### src/rtl/core/assert_macros.svh
// ----------------------------------------------------------------------------
// assert_macros
// Assertion macros shared by the RTL.
// ----------------------------------------------------------------------------
`ifndef ASSERT_MACROS_SVH
`define ASSERT_MACROS_SVH
// Check an implication every clock edge outside reset.
`define NPM_ASSERT_IMP(label, clk, rst_n, ante, cons, msg) \
    label: assert property (@(posedge clk) disable iff (!rst_n) (ante) |-> (cons)) \
        else $error(msg);
// Check a next-cycle implication outside reset.
`define NPM_ASSERT_NEXT(label, clk, rst_n, ante, cons, msg) \
    label: assert property (@(posedge clk) disable iff (!rst_n) (ante) |=> (cons)) \
        else $error(msg);
`endif

### src/rtl/core/npm_div.sv
// ----------------------------------------------------------------------------
// npm_div
// Restoring divider for the mean distance, one quotient bit per cycle.
// ----------------------------------------------------------------------------
module npm_div #(
    parameter int unsigned NUM_W = 36,
    parameter int unsigned DEN_W = 11
) (
    input  logic             i_clk,
    input  logic             i_rst_n,
    input  logic             i_start,
    input  logic [NUM_W-1:0] i_num,
    input  logic [DEN_W-1:0] i_den,
    output logic             o_done,
    output logic [NUM_W-1:0] o_quo
);
    localparam int unsigned CW = $clog2(NUM_W + 1);

    logic [NUM_W-1:0] r_quo, n_quo;
    logic [DEN_W:0]   r_rem, n_rem;
    logic [DEN_W-1:0] r_den, n_den;
    logic [CW-1:0]    r_cnt, n_cnt;
    logic             r_busy, n_busy, r_done, n_done;
    logic [DEN_W:0]   shl;

    always_comb begin
        n_quo = r_quo; n_rem = r_rem; n_den = r_den; n_cnt = r_cnt;
        n_busy = r_busy; n_done = 1'b0;
        shl = {r_rem[DEN_W-1:0], r_quo[NUM_W-1]};
        if (i_start) begin
            n_quo = i_num; n_rem = '0; n_den = i_den;
            n_cnt = CW'(NUM_W - 1); n_busy = 1'b1;
        end else if (r_busy) begin
            if (shl >= {1'b0, r_den}) begin
                n_rem = shl - {1'b0, r_den};
                n_quo = {r_quo[NUM_W-2:0], 1'b1};
            end else begin
                n_rem = shl;
                n_quo = {r_quo[NUM_W-2:0], 1'b0};
            end
            if (r_cnt == '0) begin
                n_busy = 1'b0; n_done = 1'b1;
            end
            n_cnt = r_cnt - CW'(1);
        end
    end

    always_ff @(posedge i_clk) begin
        if (!i_rst_n) begin
            r_busy <= 1'b0; r_done <= 1'b0; r_cnt <= '0;
        end else begin
            r_busy <= n_busy; r_done <= n_done; r_cnt <= n_cnt;
        end
        r_quo <= n_quo; r_rem <= n_rem; r_den <= n_den;
    end

    assign o_done = r_done;
    assign o_quo  = r_quo;
endmodule

### config.mk
export PLATFORM = sky130hd
export DESIGN_NAME = npm_div
export DESIGN_NICKNAME = d
export VERILOG_FILES = /design/src/rtl/core/assert_macros.svh /design/src/rtl/core/npm_div.sv
export SDC_FILE = /design/constraint.sdc
export NUM_CORES = 1
export LEC_CHECK = 0
export BUFFER_PORTS_ARGS = -buffer_cell sky130_fd_sc_hd__buf_2
export CORE_MARGIN = 2
export CORE_UTILIZATION = 57
export CTS_CLUSTER_SIZE = 20
export DETAILED_ROUTE_END_ITERATION = 10
export PLACE_DENSITY = 0.85
export SETUP_SLACK_MARGIN = 0.05
export SYNTH_ARGS = -nofsm -noshare
export SYNTH_HDL_FRONTEND = slang
export SYNTH_SLANG_ARGS = --single-unit
### constraint.sdc
create_clock -name i_clk -period 5.4 [get_ports i_clk]
set_clock_uncertainty 0.1 [all_clocks]
set_input_delay 0.27 -clock i_clk [delete_from_list [all_inputs] [get_ports i_clk]]
set_output_delay 0.27 -clock i_clk [all_outputs]
set_load 0.02 [all_outputs]
Word level (Yosys, flattened, before mapping):

Cells that the tools add are included.

* bitwise operators: 2
* $lt $le $gt $ge: 1
* shift-type cells: 0
* eq/ne operators: 0
* div/mod/pow operators: 0
* multiplexer cells: 10
* add/subtract/negate cells: 2
* reduce and logical (&&, ||, !) cells: 4
* $mul: 0

Operators by type and width (count)
* 36-bit two-way mux: 2
* 12-bit by 11-bit >= comparator with 1-bit output: 1
* 6-bit two-way mux: 2
* 11-bit two-way mux: 1
* 11-bit subtractor: 1
* 6-bit logical NOT: 1
* 6-bit by 1-bit subtractor with 6-bit output, second input constant: 1
* 1-bit two-way mux: 5
* 3-bit OR reduction: 1
* 1-bit inverter: 2
* 2-bit nonzero test: 1
* 2-bit OR reduction: 1

* bits in writable memories: 0
* output and inout bits: 37
* word-level logic and storage cells: 26
* latch bits: 0
* ROM bits: 0
* register bits: 66
* memories kept: 0

Longest topological paths before layout:

* depth after elaboration: 4
* depth in mapped cells: 10
* gate-level depth less buffers: 9

Worst setup path after synthesis:

OpenSTA, ideal clock, no wires.

* path kind: flip-flop to flip-flop
* from: register r_quo[35] (netlist: o_quo[35])
* to: register r_rem[8]
* required time: 5.162 ns
* slack: 2.962 ns
* setup time: 0.138 ns
* arrival: 2.200 ns
* stages on the path, launching flop included: 11
* clock period less this slack: 2.438 ns
* cells stage by stage: edfxtp_1 inv_1 ha_1 fa_1 nor2b_4 o31a_4 o21ai_4 o21ai_4 buf_8 mux2i_1 a211oi_2

* cells in the longest elaborated chain, start to end: 2
* elaborated cells on any way between the ends: 3
* those cells by class: add/sub: 1; order compare: 1; mux: 1

RTL lines
* from (decl): line npm_div.sv:19 `logic [NUM_W-1:0] r_quo, n_quo;`
* from (signal assigned): line npm_div.sv:54 `r_quo <= n_quo; r_rem <= n_rem; r_den <= n_den;`
* 11-bit subtractor or 12-bit by 11-bit >= comparator with 1-bit output (tied branches): line npm_div.sv:35, npm_div.sv:34
* 11-bit two-way mux (*): line npm_div.sv:34 `if (shl >= {1'b0, r_den}) begin`
* to (signal assigned): line npm_div.sv:54
* to (decl): line npm_div.sv:20 `logic [DEN_W:0] r_rem, n_rem;`

Mark *: on every way between the ends. The rest lies on a longest branch, timed or not.
A chain may end at the register's enable or synchronous reset.

Worst setup path in the final report:

Ends and elaborated chain as after synthesis.

==> results.yml <==
outcome:
  outcome: "complete, no violations"
worst_setup_path:
  crit_buf_inv: 1
  cp_common_cell: "o21ai_4"
  worstPathCellList: "inv_1 -> ha_1 -> fa_1 -> nor2b_4 -> o31a_4 -> o21ai_4 -> o21ai_4 -> mux2i_1 -> a211oi_2"
  worstSetupStartpoint: "o_quo[35]"
  timing.critical_path.arrival_ps: 2640
  cpLargestDelayFamily: "compound AO/OA/AOI/OAI gates"
  timing.critical_path.from_type: "flop"
  cpMaxStageDelayCell: "fa_1"
  r2r_start: "o_quo[35]"
  worstPathMaxFanout: 15
  critical_path_class: "flop to flop"
  crit_path_max_incr_delay_ps: 440
  critPathCaptureType: "flop"
  worstPathRequired_ps: 5480
final_layout:
  design.final.nets: 427
  final_std_cell_area_no_fill_sq_mm: 0.00412
  mostFrequentLayoutCell: "buf_2"
  layout.cells.most_common_list: "buf_2 (86), edfxtp_1 (47), mux2_2 (36)"
  insertedDiodeCount: 0
  area_growth_syn_to_layout_pct: 22.7
  layout-drive-gt1-share: 0.413
sta:
  minimum_clock_period_after_layout_ps: 2560
  timing.final.crit_share: 0.475
  final-setup-viol-count: 0
  final-hold-violation-count: 0
  setup_repair_after_global_routing_missed_its_margin: "no"
  slew_at_the_pin_with_the_worst_max_slew_slack_ps: 1010
  slew_headroom: 0.329
  fmax_ghz: 0.390
  final_max_slew_viol_count: 0
  summed_negative_setup_slack_over_all_endpoints_ps: 0
die:
  die_x_um: 80.7
  fp.coreArea_sq_mm: 0.00561
  floorplan.rows: 27
  floorplan.initialDensity: 0.598
  design.portCount: 87
  floorplan.die_area_sq_mm: 0.00652
  die_height_um: 80.7
yosys:
  ys_async_sr_fraction: 0
  synthesis.area_per_instance_sq_um: 12.7
  synth-seq-cells: 66
  postSynthNetCount: 329
  yosys_most_used_dff: "edfxtp_1"
  synth_seq_area_share: 0.534
  syn-instance-count: 265
  ys_types: 51
  synth_enable_flop_cells: 47
  synth_warnings: 0
  mappedNetlistArea_sq_mm: 0.00336
drt:
  drt_first_pass_iters: 4
  route.detailed.drc: 0
  detailroute.via_count: 2493
  route.final.wire_length_um: 7890
  viasPerCell: 5.67
  dr.first_iter.drc_count: 191
  post_drt_wl_per_cell_um: 17.9
  final_antenna_net_count: 0
global_routing:
  antenna_found_initial: 0
  grt_first_pass_wirelength_um: 12800
  grt_use_total: 0.265
  global_route.overflow_total: 0
  grt_max_degree: 37
  grt_pass1_vias: 2632
hold_path:
  holdCritStartpoint: "i_den[3]"
  worst_hold_path_type: "primary input to flop"
placed_design:
  globalplace.congestion: 0.795
  place_area_sq_mm: 0.00383
  port_buffers: 86
  hpwlAfterDp_um: 4880
clock_tree:
  cts_buffers: 9
  clock-sinks: 66
  root_buffer: "clkbuf_8"
  ctsLongestPathBuffers: 2
  clock_tree_from_tritoncts: "built"
  cts.repair.resized: 0
  worstSkewPairLatency_ps: 340
  clkSlewWorstSetupHoldPaths_ps: 80
  h-tree-depth: 3
pwr:
  p_leak_nw: 1.72
  power.density_cell_area_mw_per_mm2: 333
  max-vdd-ir-drop_v: 0.000307
run:
  timing.max_cap.violations: 0
[cell usage after synthesis, drive strengths merged (7+ instances only)]
| master | number | share of area |
|---|---|---|
| a211oi | 7 | 0.019 |
| a21oi | 8 | 0.012 |
| dfxtp | 19 | 0.11 |
| edfxtp | 47 | 0.42 |
| ha | 13 | 0.048 |
| inv | 17 | 0.019 |
| mux2 | 36 | 0.12 |
| mux2i | 7 | 0.021 |
| nand2 | 12 | 0.013 |
| nor2 | 22 | 0.025 |
| o21ai | 11 | 0.023 |
| xnor2 | 8 | 0.021 |
[state kept, by name (all words and copies together), names as in the netlist]
signal / cells
r_den: 11
r_cnt: 6
r_busy: 1
o_quo: 36
r_rem: 11
o_done: 1
[report_power, final]
part	switching, mW	internal [mW]
clock	0.203	0.212
combinational	0.181	0.138
sequential	0.0363	0.601
[layer usage]
metal | routed length [um] | up-vias | track usage | share of wire
li1 | - | 1171 | - | -
met1 | 3060 | 1183 | 0.303 | 0.39
met2 | 4030 | 113 | 0.450 | 0.51
met3 | 548 | 26 | 0.0767 | 0.069
met4 | 260 | 0 | 0.144 | 0.033
met5 | 0 | - | 0 | 0
[area by class of cell]
cell class	count	area [sq um]
Clock buffer	9	124
Clock inverter	7	68.8
Fill cell	372	1490
Inverter	17	63.8
Multi-Input combinational cell	171	1440
Sequential cell	66	1790
Tap cell	72	90.1
Timing Repair Buffer	98	546
[worst paths after layout]
path                    to  slack [ps]  cells after the start
setup reg to reg  r_rem[8]        2840                      9
hold reg to reg   r_rem[3]         410                      2
hold / removal    r_den[3]          30                      1
setup / recovery  r_rem[8]        2840                      9
[worst register-to-register path: stages (launching register included)]
cell,delay [ps]
edfxtp_1,370
inv_1,50
ha_1,210
fa_1,440
nor2b_4,150
o31a_4,150
o21ai_4,90
o21ai_4,440
mux2i_1,290
a211oi_2,100
[through the flow]
| step | hold WS, ps | total power [mW] | worst slack (ps) | instances | util |
|---|---|---|---|---|---|
| floorplan | 269 | 0.870 | 2960 | 265 | - |
| global placement | 347 | 0.938 | 2960 | 414 | 0.682 |
| detailed placement | 348 | 0.951 | 2870 | 414 | 0.682 |
| CTS | 7.14 | 1.37 | 2830 | 440 | 0.734 |
| global route | 24.9 | 1.43 | 2720 | 440 | 0.734 |
| finish | 31.2 | 1.37 | 2840 | 440 | 0.734 |
[kinds of logic after synthesis]
logic type,Yosys count,share of synthesized area
AO/OA/AOI/OAI,44,0.105
AND/OR/NAND/NOR,60,0.101
adder cells (fa/ha/maj),14,0.0544
buffers and inverters,28,0.0384
XOR/XNOR,10,0.0261
multiplexers,43,0.142
flip-flops,66,0.534
[repair_timing]
action                                 CTS  global route
hold buffers                            10             0
endpoints found under the hold margin   10             0
setup buffers                            0             0
(Power assumes the default switching activity.)
