`config.mk`:
```
export PLATFORM = sky130hd
export DESIGN_NAME = npm_sqrt
export DESIGN_NICKNAME = d
export VERILOG_FILES = /design/src/rtl/core/assert_macros.svh /design/src/rtl/core/npm_pkg.sv /design/src/rtl/core/npm_sqrt.sv
export SDC_FILE = /design/constraint.sdc
export NUM_CORES = 1
export LEC_CHECK = 0
export ABC_CLOCK_PERIOD_IN_PS = 3800
export BUFFER_PORTS_ARGS = -buffer_cell sky130_fd_sc_hd__buf_2
export CORE_AREA = 2 2 116 118
export CTS_BUF_LIST = sky130_fd_sc_hd__clkbuf_2 sky130_fd_sc_hd__clkbuf_4 sky130_fd_sc_hd__clkbuf_8
export DETAILED_ROUTE_END_ITERATION = 8
export DIE_AREA = 0 0 118 120
export GPL_TIMING_DRIVEN = 1
export PLACE_DENSITY = 0.75
export SETUP_SLACK_MARGIN = 0.15
export SYNTH_ARGS = -nofsm -noshare
export SYNTH_HDL_FRONTEND = slang
export SYNTH_SLANG_ARGS = --single-unit
```
`constraint.sdc`:
```
create_clock -name i_clk -period 3.8 [get_ports i_clk]
set_clock_uncertainty 0.15 [all_clocks]
set_input_delay 0.57 -clock i_clk [delete_from_list [all_inputs] [get_ports i_clk]]
set_output_delay 0.57 -clock i_clk [all_outputs]
set_load 0.02 [all_outputs]
```
`src/rtl/core/assert_macros.svh`:
```
// ----------------------------------------------------------------------------
// assert_macros
// Assertion macros shared by the RTL.
// ----------------------------------------------------------------------------
`ifndef ASSERT_MACROS_SVH
`define ASSERT_MACROS_SVH
// Check an implication every clock edge outside reset.
`define NPM_ASSERT_IMP(label, clk, rst_n, ante, cons, msg) \
    label: assert property (@(posedge clk) disable iff (!rst_n) (ante) |-> (cons)) \
        else $error(msg);
// Check a next-cycle implication outside reset.
`define NPM_ASSERT_NEXT(label, clk, rst_n, ante, cons, msg) \
    label: assert property (@(posedge clk) disable iff (!rst_n) (ante) |=> (cons)) \
        else $error(msg);
`endif

```
`src/rtl/core/npm_pkg.sv`:
```
// ----------------------------------------------------------------------------
// npm_pkg
// Shared types and constants of the neighbor proximity monitor.
// ----------------------------------------------------------------------------
package npm_pkg;
    localparam int unsigned POS_W   = 24;
    localparam int unsigned DIST_W  = 25;
    localparam int unsigned SQ_W    = 50;
    localparam int unsigned CNT_W   = 7;
    localparam int unsigned IN_W    = 64;
    localparam int unsigned OUT_W   = 40;
    localparam logic CMD_UPDATE     = 1'b0;
    localparam logic CMD_TICK       = 1'b1;
    localparam logic KIND_ACK       = 1'b0;
    localparam logic KIND_TICK      = 1'b1;
endpackage

```
`src/rtl/core/npm_sqrt.sv`:
```
// ----------------------------------------------------------------------------
// npm_sqrt
// Iterative integer square root, one result bit per cycle.
// ----------------------------------------------------------------------------
module npm_sqrt (
    input  logic                       i_clk,
    input  logic                       i_rst_n,
    input  logic                       i_start,
    input  logic [npm_pkg::SQ_W-1:0]   i_rad,
    output logic                       o_done,
    output logic [npm_pkg::DIST_W-1:0] o_root
);
    import npm_pkg::*;

    localparam int unsigned STEPS = DIST_W;

    logic [SQ_W+1:0]   r_rem,  n_rem;
    logic [DIST_W-1:0] r_root, n_root;
    logic [SQ_W-1:0]   r_rad,  n_rad;
    logic [4:0]        r_cnt,  n_cnt;
    logic              r_busy, n_busy;
    logic              r_done, n_done;
    logic [SQ_W+1:0]   trial;
    logic [SQ_W+1:0]   shifted;

    always_comb begin
        n_rem  = r_rem;
        n_root = r_root;
        n_rad  = r_rad;
        n_cnt  = r_cnt;
        n_busy = r_busy;
        n_done = 1'b0;
        shifted = {r_rem[SQ_W-1:0], r_rad[SQ_W-1 -: 2]};
        trial   = {{(SQ_W+2-DIST_W-2){1'b0}}, r_root, 2'b01};
        if (i_start) begin
            n_rem  = '0;
            n_root = '0;
            n_rad  = i_rad;
            n_cnt  = 5'(STEPS - 1);
            n_busy = 1'b1;
        end else if (r_busy) begin
            // restoring step: bring in two bits, try root*4+1
            n_rad = {r_rad[SQ_W-3:0], 2'b00};
            if (shifted >= trial) begin
                n_rem  = shifted - trial;
                n_root = {r_root[DIST_W-2:0], 1'b1};
            end else begin
                n_rem  = shifted;
                n_root = {r_root[DIST_W-2:0], 1'b0};
            end
            if (r_cnt == '0) begin
                n_busy = 1'b0;
                n_done = 1'b1;
            end
            n_cnt = r_cnt - 5'd1;
        end
    end

    always_ff @(posedge i_clk) begin
        if (!i_rst_n) begin
            r_busy <= 1'b0;
            r_done <= 1'b0;
            r_cnt  <= '0;
        end else begin
            r_busy <= n_busy;
            r_done <= n_done;
            r_cnt  <= n_cnt;
        end
        r_rem  <= n_rem;
        r_root <= n_root;
        r_rad  <= n_rad;
    end

    assign o_done = r_done;
    assign o_root = r_root;
endmodule

```
# After elaboration in Yosys (flattened, before gate mapping)

Index checks and enable logic that the tools add are counted.

Register bits after elaboration: 132
Input port bits: 53
Logic and storage cells: 26

Reduce and logical (&&, ||, !) cells: 4
Muxes and demuxes: 10
$lt $le $gt $ge: 1
Add/subtract/negate cells: 2
Bitwise gates (word level): 2

Operators with widths:

| kind                                                               | number |
|---|---|
| 50-bit two-way mux                                                 | 3 |
| 52-bit by 27-bit >= comparator with 1-bit output                   | 1 |
| 50-bit by 27-bit subtractor with 50-bit output                     | 1 |
| 5-bit two-way mux                                                  | 2 |
| 5-bit zero test                                                    | 1 |
| 1-bit two-way mux                                                  | 5 |
| 5-bit by 1-bit subtractor with 5-bit output, second input constant | 1 |
| 3-bit OR reduction                                                 | 1 |
| 1-bit NOT                                                          | 2 |
| 2-bit nonzero test                                                 | 1 |
| 2-bit OR reduction                                                 | 1 |

# Longest topological paths before layout

Gate-level depths: netlist of the first run.

Word-level depth: 4
Mapped depth: 13
Gate-level depth less buffers: 10

# Least setup slack after synthesis of the first run

Ideal clock, no wire load.

Kind: register to register
Start point: reg r_root[9], in the netlist o_root[9]
End point: reg r_rem[37]
Buffers on the path: 0
Data required time: 3.528 ns
Slack: 0.669 ns
Cell stages (with the launch flop): 11
Arrival time: 2.860 ns
Path through: dfxtp_1 inv_1 ha_1 or3_1 a21oi_2 or4_1 nand3_1 a41oi_1 o2111ai_4 o311a_1 a221o_1

Cells in the longest elaborated chain, start to end: 2
Elaborated cells on any way between the ends: 3
Classes of those cells: add/sub: 1; order compare: 1; mux: 1

RTL lines:

| item                                                                                                                      | RTL line                       | source |
|---|---|---|
| from (decl)                                                                                                               | npm_sqrt.sv:18                 | `logic [DIST_W-1:0] r_root, n_root;` |
| from (signal assigned)                                                                                                    | npm_sqrt.sv:70                 | `r_root <= n_root;` |
| 50-bit by 27-bit subtractor with 50-bit output / 52-bit by 27-bit >= comparator with 1-bit output (equally long branches) | npm_sqrt.sv:45, npm_sqrt.sv:44 |  |
| 50-bit two-way mux *                                                                                                      | npm_sqrt.sv:44                 | `if (shifted >= trial) begin` |
| to (signal assigned)                                                                                                      | npm_sqrt.sv:69                 | `r_rem <= n_rem;` |
| to (decl)                                                                                                                 | npm_sqrt.sv:17                 | `logic [SQ_W+1:0] r_rem, n_rem;` |

Every way passes the cells marked *; elsewhere a longest branch is shown, timed or not.
A chain may end at the register's enable or synchronous reset.

# Final worst setup path of the first run

Start point: reg r_root[9], in the netlist o_root[9]
End point: reg r_rem[39]

The elaborated chain is that of the path after synthesis.

==> results of run 1 <==
-- timing repair --
item | in CTS | in global routing
endpoints found under the setup margin | 0 | 7
hold endpoints to repair | 0 | 0
resized for setup | 0 | 1
setup buffers | 0 | 2
-- Yosys cell counts (all sizes together), types with 3 or more instances --
| cell type | n | area [um2] |
|---|---|---|
| a21o | 10 | 75.1 |
| a311oi | 22 | 199 |
| nand2 | 75 | 282 |
| xnor2 | 22 | 193 |
| a211o | 3 | 26.3 |
| or4 | 7 | 52.6 |
| o31ai | 5 | 37.5 |
| nor4 | 8 | 65.1 |
| o21a | 8 | 60.1 |
| or3 | 9 | 61.3 |
| o211a | 3 | 30.0 |
| and2 | 5 | 31.3 |
| nor2 | 91 | 342 |
| nand2b | 7 | 43.8 |
| or2 | 4 | 27.5 |
| o21ai | 27 | 135 |
| o211ai | 6 | 45.0 |
| edfxtp | 50 | 1500 |
| mux2 | 48 | 541 |
| buf | 18 | 120 |
| nor3 | 21 | 110 |
| nand4 | 13 | 87.6 |
| xor2 | 19 | 166 |
| a211oi | 16 | 125 |
| a21oi | 35 | 179 |
| mux2i | 28 | 280 |
| dfxtp | 82 | 1640 |
| o21bai | 5 | 37.5 |
| a31oi | 6 | 37.5 |
| and3 | 3 | 18.8 |
| clkbuf | 27 | 103 |
| inv | 38 | 143 |
| and4 | 4 | 37.5 |
| ha | 29 | 363 |
| nand3 | 17 | 85.1 |
| nor2b | 3 | 18.8 |
-- state kept, by name, indices dropped and copies added (netlist names) --
name and flops:
r_cnt 5, r_busy 1, r_rem 50, o_root 25
o_done 1, r_rad 50
-- area by class of cell --
cell class                 instances  area [um2]
clock buffer                      17         234
clock inverter                    15         165
fill                            1076        4550
inverter                          39         146
multi-input combinational        582        4040
sequential                       132        3150
tap                              176         220
timing repair buffer              90         483
-- worst reg2reg max path, cell delays in order, from the launching register on --
cell	delay, ps
dfxtp_1	380
inv_1	60
ha_1	370
or3_1	410
a21oi_2	250
or4_1	150
nand3_1	120
a41oi_2	360
o2111ai_4	290
or2_2	390
a2111oi_2	300
-- report_power, final --
group | total [mW] | switching, mW | internal [mW] | leakage (nW)
Combinational | 1.62 | 0.933 | 0.689 | 2.01
Clock | 1.19 | 0.648 | 0.546 | 0.190
Sequential | 1.73 | 0.115 | 1.62 | 1.17
Total | 4.55 | 1.70 | 2.85 | 3.37
-- cell usage in the layout (no fill, tap or decap), types with 13 or more instances in the layout --
| master | synthesis | layout |
|---|---|---|
| mux2i_1 | 28 | 28 |
| edfxtp_1 | 50 | 50 |
| mux2_2 | 48 | 48 |
| dfxtp_1 | 82 | 81 |
| xnor2_1 | 22 | 22 |
| ha_1 | 29 | 29 |
| nor3_1 | 20 | 20 |
| nor2_1 | 91 | 90 |
| a21oi_1 | 34 | 34 |
| xor2_1 | 19 | 19 |
| nand3_1 | 17 | 17 |
| buf_2 | 6 | 77 |
| inv_1 | 38 | 37 |
| nand2_1 | 75 | 75 |
| o21ai_0 | 27 | 27 |
| buf_4 | 7 | 13 |
| a211oi_1 | 15 | 15 |
| clkbuf_8 | 0 | 17 |
| a311oi_1 | 21 | 21 |
-- final timing paths --
check	startpoint	end	slack, ps	depth (start not counted)
worst max-delay path	o_root[9]	r_rem[39]	480	10
worst min-delay path	i_rst_n	r_cnt[4]	200	2
worst max register to register	o_root[9]	r_rem[39]	480	10
worst min register to register	r_rem[1]	r_rem[1]	340	2
-- per-stage QoR --
stage	hold slack, ps	setup WS, ps	util [%]	power [mW]	instance area [um2]
after floorplan	300	669	-	3.01	7530
after global placement	324	392	61.7	3.32	8010
after detailed placement	331	293	61.7	3.34	8010
after CTS	175	266	64.7	4.55	8400
after global routing	198	256	65.0	4.82	8430
final	203	478	65.0	4.55	8430
-- metal layers --
metal  routed length, um  vias to the layer above
met1                7690                     2850
met5                   0                        -
met2                7880                      172
met3                 932                       30
met4                 382                        0
li1                    -                     3029
-- kinds of logic after synthesis --
logic type | count (synthesis) | share of synthesized area [%]
and+or+nand+nor | 274 | 17.6
AOI/OAI and AO/OA | 161 | 15.3
DFF | 132 | 41.7
buffers and inverters | 84 | 4.90
muxes | 76 | 10.9
xor gates and xnor gates | 41 | 4.77
adders and majority gates | 29 | 4.82
==> reports/results.tsv, run 1 <==
stage	metric	value	unit
outcome	status	finished clean	
drt	wire_per_inst	16.1	um
clock_network	h-tree-depth	4	
yosys	ys_ff_latch	132	
global_route	grt_max_degree	70	
floorplan	fp.coreArea	13000	um2
clock_network	hold_buffers	0	
drt	dr.pass1.iters	6	
placed_design	dp_cells	1016	
timing	slew_violations	0	
final_layout	diodes	0	
placed_design	dpl.hpwl	12.0	mm
timing	setup_tns	0	ps
global_route	grtUsageTotal	24.1	%
timing	worstMarginPinSlew	749	ps
global_route	grt_pass1_wl	27.8	mm
global_route	top_usage_layer	met2	
final_layout	fin_cells	1051	
clock_network	cts_made_buffers	17	
worst_setup_path	cp_max_fo	17	
worst_setup_path	required	4010	ps
drt	viasPerCell	5.79	
worst_setup_path	path_buf_inv	1	
drt	antenna_left	0	
placed_design	port_buffers	78	
clock_network	ctsLongestPathBuffers	2	
timing	final.min_clock_period	3320	ps
pwr	leakage	3.37	nW
clock_network	clk_pin_slew	90	ps
timing	finalCritPeriodShare	87.4	%
clock_network	clkSinkCount	132	
drt	drt_iter0_markers	380	
worst_setup_path	critical_path_class	register to register	
min_path	hp-class	primary input to register	
drt	totalWireLength	16.9	mm
global_route	use_met3	6.42	%
timing	rsz0062_at_grt	no	
drt	drc	0	
worst_setup_path	worst_path_max_delay_cell	or3_1	
floorplan	die_area	14200	um2
floorplan	pin_count	79	
yosys	syn_nets	879	
worst_setup_path	startpoint_type	register	
worst_setup_path	crit_family	compound AO/OA/AOI/OAI gates	
timing	report.final.hold_viol_count	0	
floorplan	die_h	120	um
global_route	use_met1	30.3	%
placed_design	finalWeightedCongestion	0.969	
worst_setup_path	max_stage_delay	400	ps
timing	timing.fmax	301	MHz
yosys	syn_inst	797	
yosys	avgSynthCellArea	9.45	um2
timing	relSlewSlack	50.1	%
worst_setup_path	crit_chain	inv_1 > ha_1 > or3_1 > a21oi_2 > or4_1 > nand3_1 > a41oi_2 > o2111ai_4 > or2_2 > a2111oi_2	
run	max-cap-violations	0	
clock_network	clk_latency	470	ps
global_route	antenna_found_initial	0	
pwr	power.density	539	nW/um2
yosys	ys_warn_count	0	
timing	setup_viol	0	
final_layout	drive_gt1_share	21.9	%
floorplan	die_w	118	um
drt	vias	6081	
yosys	syn_area	7530	um2
floorplan	start_util	58.0	%
final_layout	area_delta_synth_final	11.9	%
floorplan	rows	42	
global_route	grt_pass1_vias	5833	
worst_setup_path	end_kind	register	
pwr	vdd_drop_max	0.425	mV
yosys	synthFlopType	dfxtp_1	
global_route	grt_overflow	0	
yosys	synth_edf_count	50	
worst_setup_path	arrival	3540	ps
yosys	ys_seq_area_share	41.7	%
final_layout	nNetsFinal	944	
yosys	synthArstFlopShare	0	%
clock_network	cts_tree	yes	
clock_network	root_buffer	clkbuf_8	
global_route	met2_usage	39.3	%
yosys	ys_types	69	
(Power assumes the default switching activity.)
==> run 2: changes to the inputs <==
- ABC_CLOCK_PERIOD_IN_PS: 3800 -> 3100
- PLACE_DENSITY: 0.75 -> 0.79
- clock period: 3.8 -> 3.1 ns (I/O delays scaled with it)
==> run 2 against run 1 <==
Compared with the run above:
- cell area up 13%
- die area unchanged
- via count up 10%
- total power up 36%
- first-iteration DRC count up 39%
- clock-buffer cell count unchanged
- global-route usage up 2.9 points
- maximum frequency up 9.5%
- setup slack worse by 410 ps
- final cell count up 6.7%
- utilization up 8.2 points
- combinational power up 67%
- largest power group is now combinational logic
==> reports/results.tsv, run 2 (same netlist as run 1, synthesis figures left out) <==
stage	metric	value	unit
pwr	power.density	654	nW/um2
pwr	vdd_drop_max	0.424	mV
final_layout	multi_input_area	4500	um2
clock_network	cts_made_buffers	17	
timing	final.min_clock_period	3030	ps
drt	dr.pass1.iters	6	
floorplan	die_area	14200	um2
final_layout	diodes	0	
worst_setup_path	cp_max_fo	7	
global_route	grtUsageTotal	27.0	%
worst_setup_path	worst_path_max_delay_cell	or4_1	
global_route	grt_max_degree	76	
timing	setup_viol	0	
clock_network	root_buffer	clkbuf_8	
run	max-cap-violations	0	
timing	relSlewSlack	54.6	%
drt	vias	6714	
worst_setup_path	end_kind	register	
drt	antenna_left	0	
clock_network	hold_buffers	0	
pwr	leakage	3.84	nW
clock_network	clk_pin_slew	90	ps
clock_network	ctsLongestPathBuffers	2	
outcome	status	finished clean	
timing	finalCritPeriodShare	97.8	%
worst_setup_path	crit_top_cell	nand4_1	
clock_network	clkSinkCount	132	
final_layout	fin_cells	1121	
drt	drc	0	
placed_design	port_buffers	78	
drt	drt_iter0_markers	529	
worst_setup_path	crit_chain	inv_2 > ha_4 > and4_4 > buf_6 > nand4_1 > a311oi_4 > or2_4 > nand4_1 > or4_1 > a311oi_1	
floorplan	fp.coreArea	13000	um2
drt	totalWireLength	19.6	mm
clock_network	clk_latency	460	ps
placed_design	finalWeightedCongestion	0.955	
final_layout	drive_gt1_share	35.9	%
drt	viasPerCell	5.99	
timing	rsz0062_at_grt	yes	
worst_setup_path	arrival	3250	ps
clock_network	h-tree-depth	4	
final_layout	final_cell_mix	nor2_1 (89), buf_2 (77), nand2_1 (72), buf_4 (72), dfxtp_1 (57)	
worst_setup_path	startpoint_type	register	
final_layout	final_common_cell	nor2_1	
final_layout	nNetsFinal	1014	
worst_setup_path	max_stage_delay	480	ps
floorplan	start_util	58.0	%
global_route	antenna_found_initial	0	
floorplan	die_h	120	um
placed_design	dp_cells	1046	
final_layout	n_fill_cell	902	
drt	wire_per_inst	17.4	um
floorplan	die_w	118	um
global_route	grt_overflow	0	
timing	slew_violations	0	
timing	report.final.hold_viol_count	0	
final_layout	seqCellArea	3180	um2
placed_design	dpl.hpwl	12.0	mm
worst_setup_path	required	3320	ps
timing	worstMarginPinSlew	681	ps
min_path	hp-class	primary input to register	
floorplan	rows	42	
timing	setup_tns	0	ps
global_route	grt_pass1_wl	30.9	mm
worst_setup_path	critical_path_class	register to register	
clock_network	cts_tree	yes	
worst_setup_path	regToRegSetupSlack	70	ps
global_route	grt_pass1_vias	6494	
timing	timing.fmax	330	MHz
floorplan	pin_count	79	
final_layout	area_delta_synth_final	26.1	%
[run 2: changes by cell type in the layout (fill, tap and decap cells not counted), moves of 5 or more]
cell | before | now
ha_1 | 29 | 13
buf_4 | 13 | 72
buf_6 | 0 | 8
ha_4 | 0 | 16
dfxtp_2 | 0 | 22
nand3_1 | 17 | 12
nor3_1 | 20 | 15
dfxtp_1 | 81 | 57
[run 2: where the power goes]
group	internal (mW)	total, mW	leakage [nW]	switching, mW
combinational	1.26	2.70	2.46	1.44
clock	0.591	1.39	0.193	0.798
sequential	1.98	2.12	1.19	0.141
total	3.83	6.21	3.84	2.38
[run 2: through the flow]
stage	setup WS, ps	instance area, um2	util [%]	hold WS (ps)	total power, mW
4_1_cts	146	9190	70.8	87.4	5.87
3_5_place_dp	-44.1	8280	63.8	330	4.23
5_1_grt	2.53	9500	73.2	108	6.53
6_report	67.5	9500	73.2	108	6.21
3_3_place_gp	77.6	8280	63.8	323	4.21
2_1_floorplan	151	7560	-	300	3.70
[run 2: critical path: cells and delay by family, from the launching register on]
| family | cells | cell delay, ps |
|---|---|---|
| AO/OA/AOI/OAI | 2 | 710 |
| adder cells (fa/ha/maj) | 1 | 300 |
| buffers and inverters | 2 | 130 |
| flip-flops | 1 | 340 |
| AND/OR/NAND/NOR | 5 | 1290 |
[run 2: worst paths after layout]
path                   start   endpoint  cells after the start
setup / recovery  o_root[12]  r_rem[33]                     10
setup reg to reg  o_root[12]  r_rem[33]                     10
hold reg to reg    r_rem[44]  r_rem[44]                      2
hold / removal       i_rst_n   r_cnt[4]                      2
[run 2: cell type report]
| type | count | share of cell area, % |
|---|---|---|
| well taps | 176 | 2.32 |
| flip-flops and latches | 132 | 33.5 |
| clock inverters | 15 | 1.45 |
| clock buffers | 17 | 2.46 |
| repair buffers | 160 | 11.3 |
| multi-input cells | 582 | 47.4 |
| inverters | 39 | 1.54 |
[run 2: what timing repair did]
item                                    4_1_cts  5_1_grt
endpoints found under the setup margin       11       48
setup buffers                                28       14
resized for setup                            48       45
pin swaps                                    23       30
cloned                                        1        0
[run 2: metal layers]
metal  vias up  GRT usage, %  wire length [um]
li1       3177             -                 -
met5         -             0                 0
met4         0          11.4               518
met1      3189          34.2              8170
met3        58          7.22              1380
met2       290          43.7              9480
==> run 3: changes to the inputs <==
- REMOVE_ABC_BUFFERS: unset -> 1
==> run 3 against run 2 <==
Compared with the run above:
- register-to-register slack got worse by 20 ps
- wire length decreased by 1.5%
- worst hold slack worse by 8.2 ps
- utilization grew 0.97 points
- global-route usage fell by 1.8 points
- critical endpoint is now r_rem[49]
- final cell count rose by 1.1%
==> reports/results.tsv, run 3 (same netlist as run 1, synthesis figures left out) <==
stage	metric	value	unit
outcome	status	finished clean	
timing	final.min_clock_period	3050	ps
final_layout	diodes	0	
clock_network	clk_latency	460	ps
floorplan	pin_count	79	
drt	antenna_left	0	
drt	viasPerCell	5.91	
floorplan	rows	42	
final_layout	final_cell_mix	nor2_1 (90), buf_4 (80), buf_2 (77)	
timing	setup_viol	0	
drt	wire_per_inst	17.0	um
timing	worstMarginPinSlew	778	ps
final_layout	area_delta_synth_final	27.8	%
worst_setup_path	crit_family	simple AND/OR/NAND/NOR gates	
worst_setup_path	critical_path_class	register to register	
global_route	grtUsageTotal	25.2	%
global_route	antenna_found_initial	0	
placed_design	dp_cells	1071	
pwr	vdd_drop_max	0.459	mV
global_route	grt_max_degree	70	
drt	dr.pass1.iters	6	
placed_design	port_buffers	78	
final_layout	drive_gt1_share	36.5	%
clock_network	ctsLongestPathBuffers	2	
worst_setup_path	cp_max_fo	6	
global_route	grt_pass1_wl	28.9	mm
clock_network	cts_tree	yes	
timing	finalCritPeriodShare	98.4	%
clock_network	h-tree-depth	4	
drt	drt_iter0_markers	605	
worst_setup_path	worst_path_max_delay_cell	or4_1	
worst_setup_path	max_stage_delay	510	ps
floorplan	die_h	120	um
drt	vias	6691	
pwr	power	6.14	mW
worst_setup_path	arrival	3280	ps
worst_setup_path	startpoint_type	register	
placed_design	placed_cell_area	8440	um2
run	max-cap-violations	0	
final_layout	nNetsFinal	1026	
final_layout	final_common_cell	nor2_1	
min_path	hp-class	primary input to register	
final_layout	design_area	9630	um2
drt	drc	0	
floorplan	fp.coreArea	13000	um2
timing	rsz0062_at_grt	yes	
floorplan	start_util	58.0	%
final_layout	n_fill_cell	908	
floorplan	die_w	118	um
worst_setup_path	required	3330	ps
final_layout	final_util	74.2	%
floorplan	die_area	14200	um2
worst_setup_path	end_kind	register	
clock_network	cts_made_buffers	17	
clock_network	clkSinkCount	132	
clock_network	root_buffer	clkbuf_8	
placed_design	finalWeightedCongestion	0.900	
final_layout	fin_cells	1133	
timing	report.final.hold_viol_count	0	
clock_network	hold_buffers	0	
clock_network	clk_pin_slew	80	ps
placed_design	dpl.hpwl	12.3	mm
pwr	power.density	638	nW/um2
global_route	grt_overflow	0	
pwr	leakage	3.91	nW
worst_setup_path	crit_chain	inv_1 > ha_4 > and4_1 > and4_4 > o31ai_2 > a311oi_2 > or2_4 > nand4_1 > or4_1 > a311oi_1	
worst_setup_path	path_buf_inv	1	
drt	totalWireLength	19.3	mm
timing	timing.fmax	328	MHz
timing	slew_violations	0	
global_route	grt_pass1_vias	6185	
timing	relSlewSlack	48.1	%
run 3: stage by stage:
stage	hold WS, ps	TNS, ps	setup slack, ps
2_1_floorplan	300	-112980	-1760
3_3_place_gp	316	0	26.2
3_5_place_dp	336	-138	-49.6
4_1_cts	77.1	0	156
5_1_grt	89.6	-551	-132
6_report	100	0	48.9
run 3: cell type report:
cell class / count / area (um2) / area share (%)
inverters: 39 / 146 / 1.52
clock inverters: 11 / 103 / 1.07
repair buffers: 172 / 1240 / 12.9
well taps: 176 / 220 / 2.29
multi-input cells: 582 / 4470 / 46.4
clock buffers: 21 / 283 / 2.94
flip-flops and latches: 132 / 3170 / 32.9
run 3: timing repair:
item,in CTS,in global routing
pin swaps,9,41
resized for setup,16,94
gates cloned,0,5
setup endpoints to repair,23,49
buffers inserted,9,16
run 3: where the power goes:
group	internal (mW)	leakage, nW	switching [mW]
Combinational	1.22	2.53	1.40
Sequential	1.98	1.18	0.135
Clock	0.706	0.192	0.695
Total	3.91	3.91	2.23
run 3: worst paths after layout:
path              cells past startpoint        end       from  slack, ps
hold / removal                        2   r_cnt[4]    i_rst_n        100
hold reg to reg                       2  r_rem[44]  r_rem[44]        340
setup reg to reg                     10  r_rem[49]  o_root[9]         50
setup / recovery                     10  r_rem[49]  o_root[9]         50
run 3: per-layer routing:
metal  GRT usage [%]  up-vias  part of all wire [%]
li1                -     3198                     -
met1            30.6     3147                    41
met2            42.0      280                    48
met3            7.37       66                   7.5
met4            10.6        0                   3.3
met5               0        -                     0
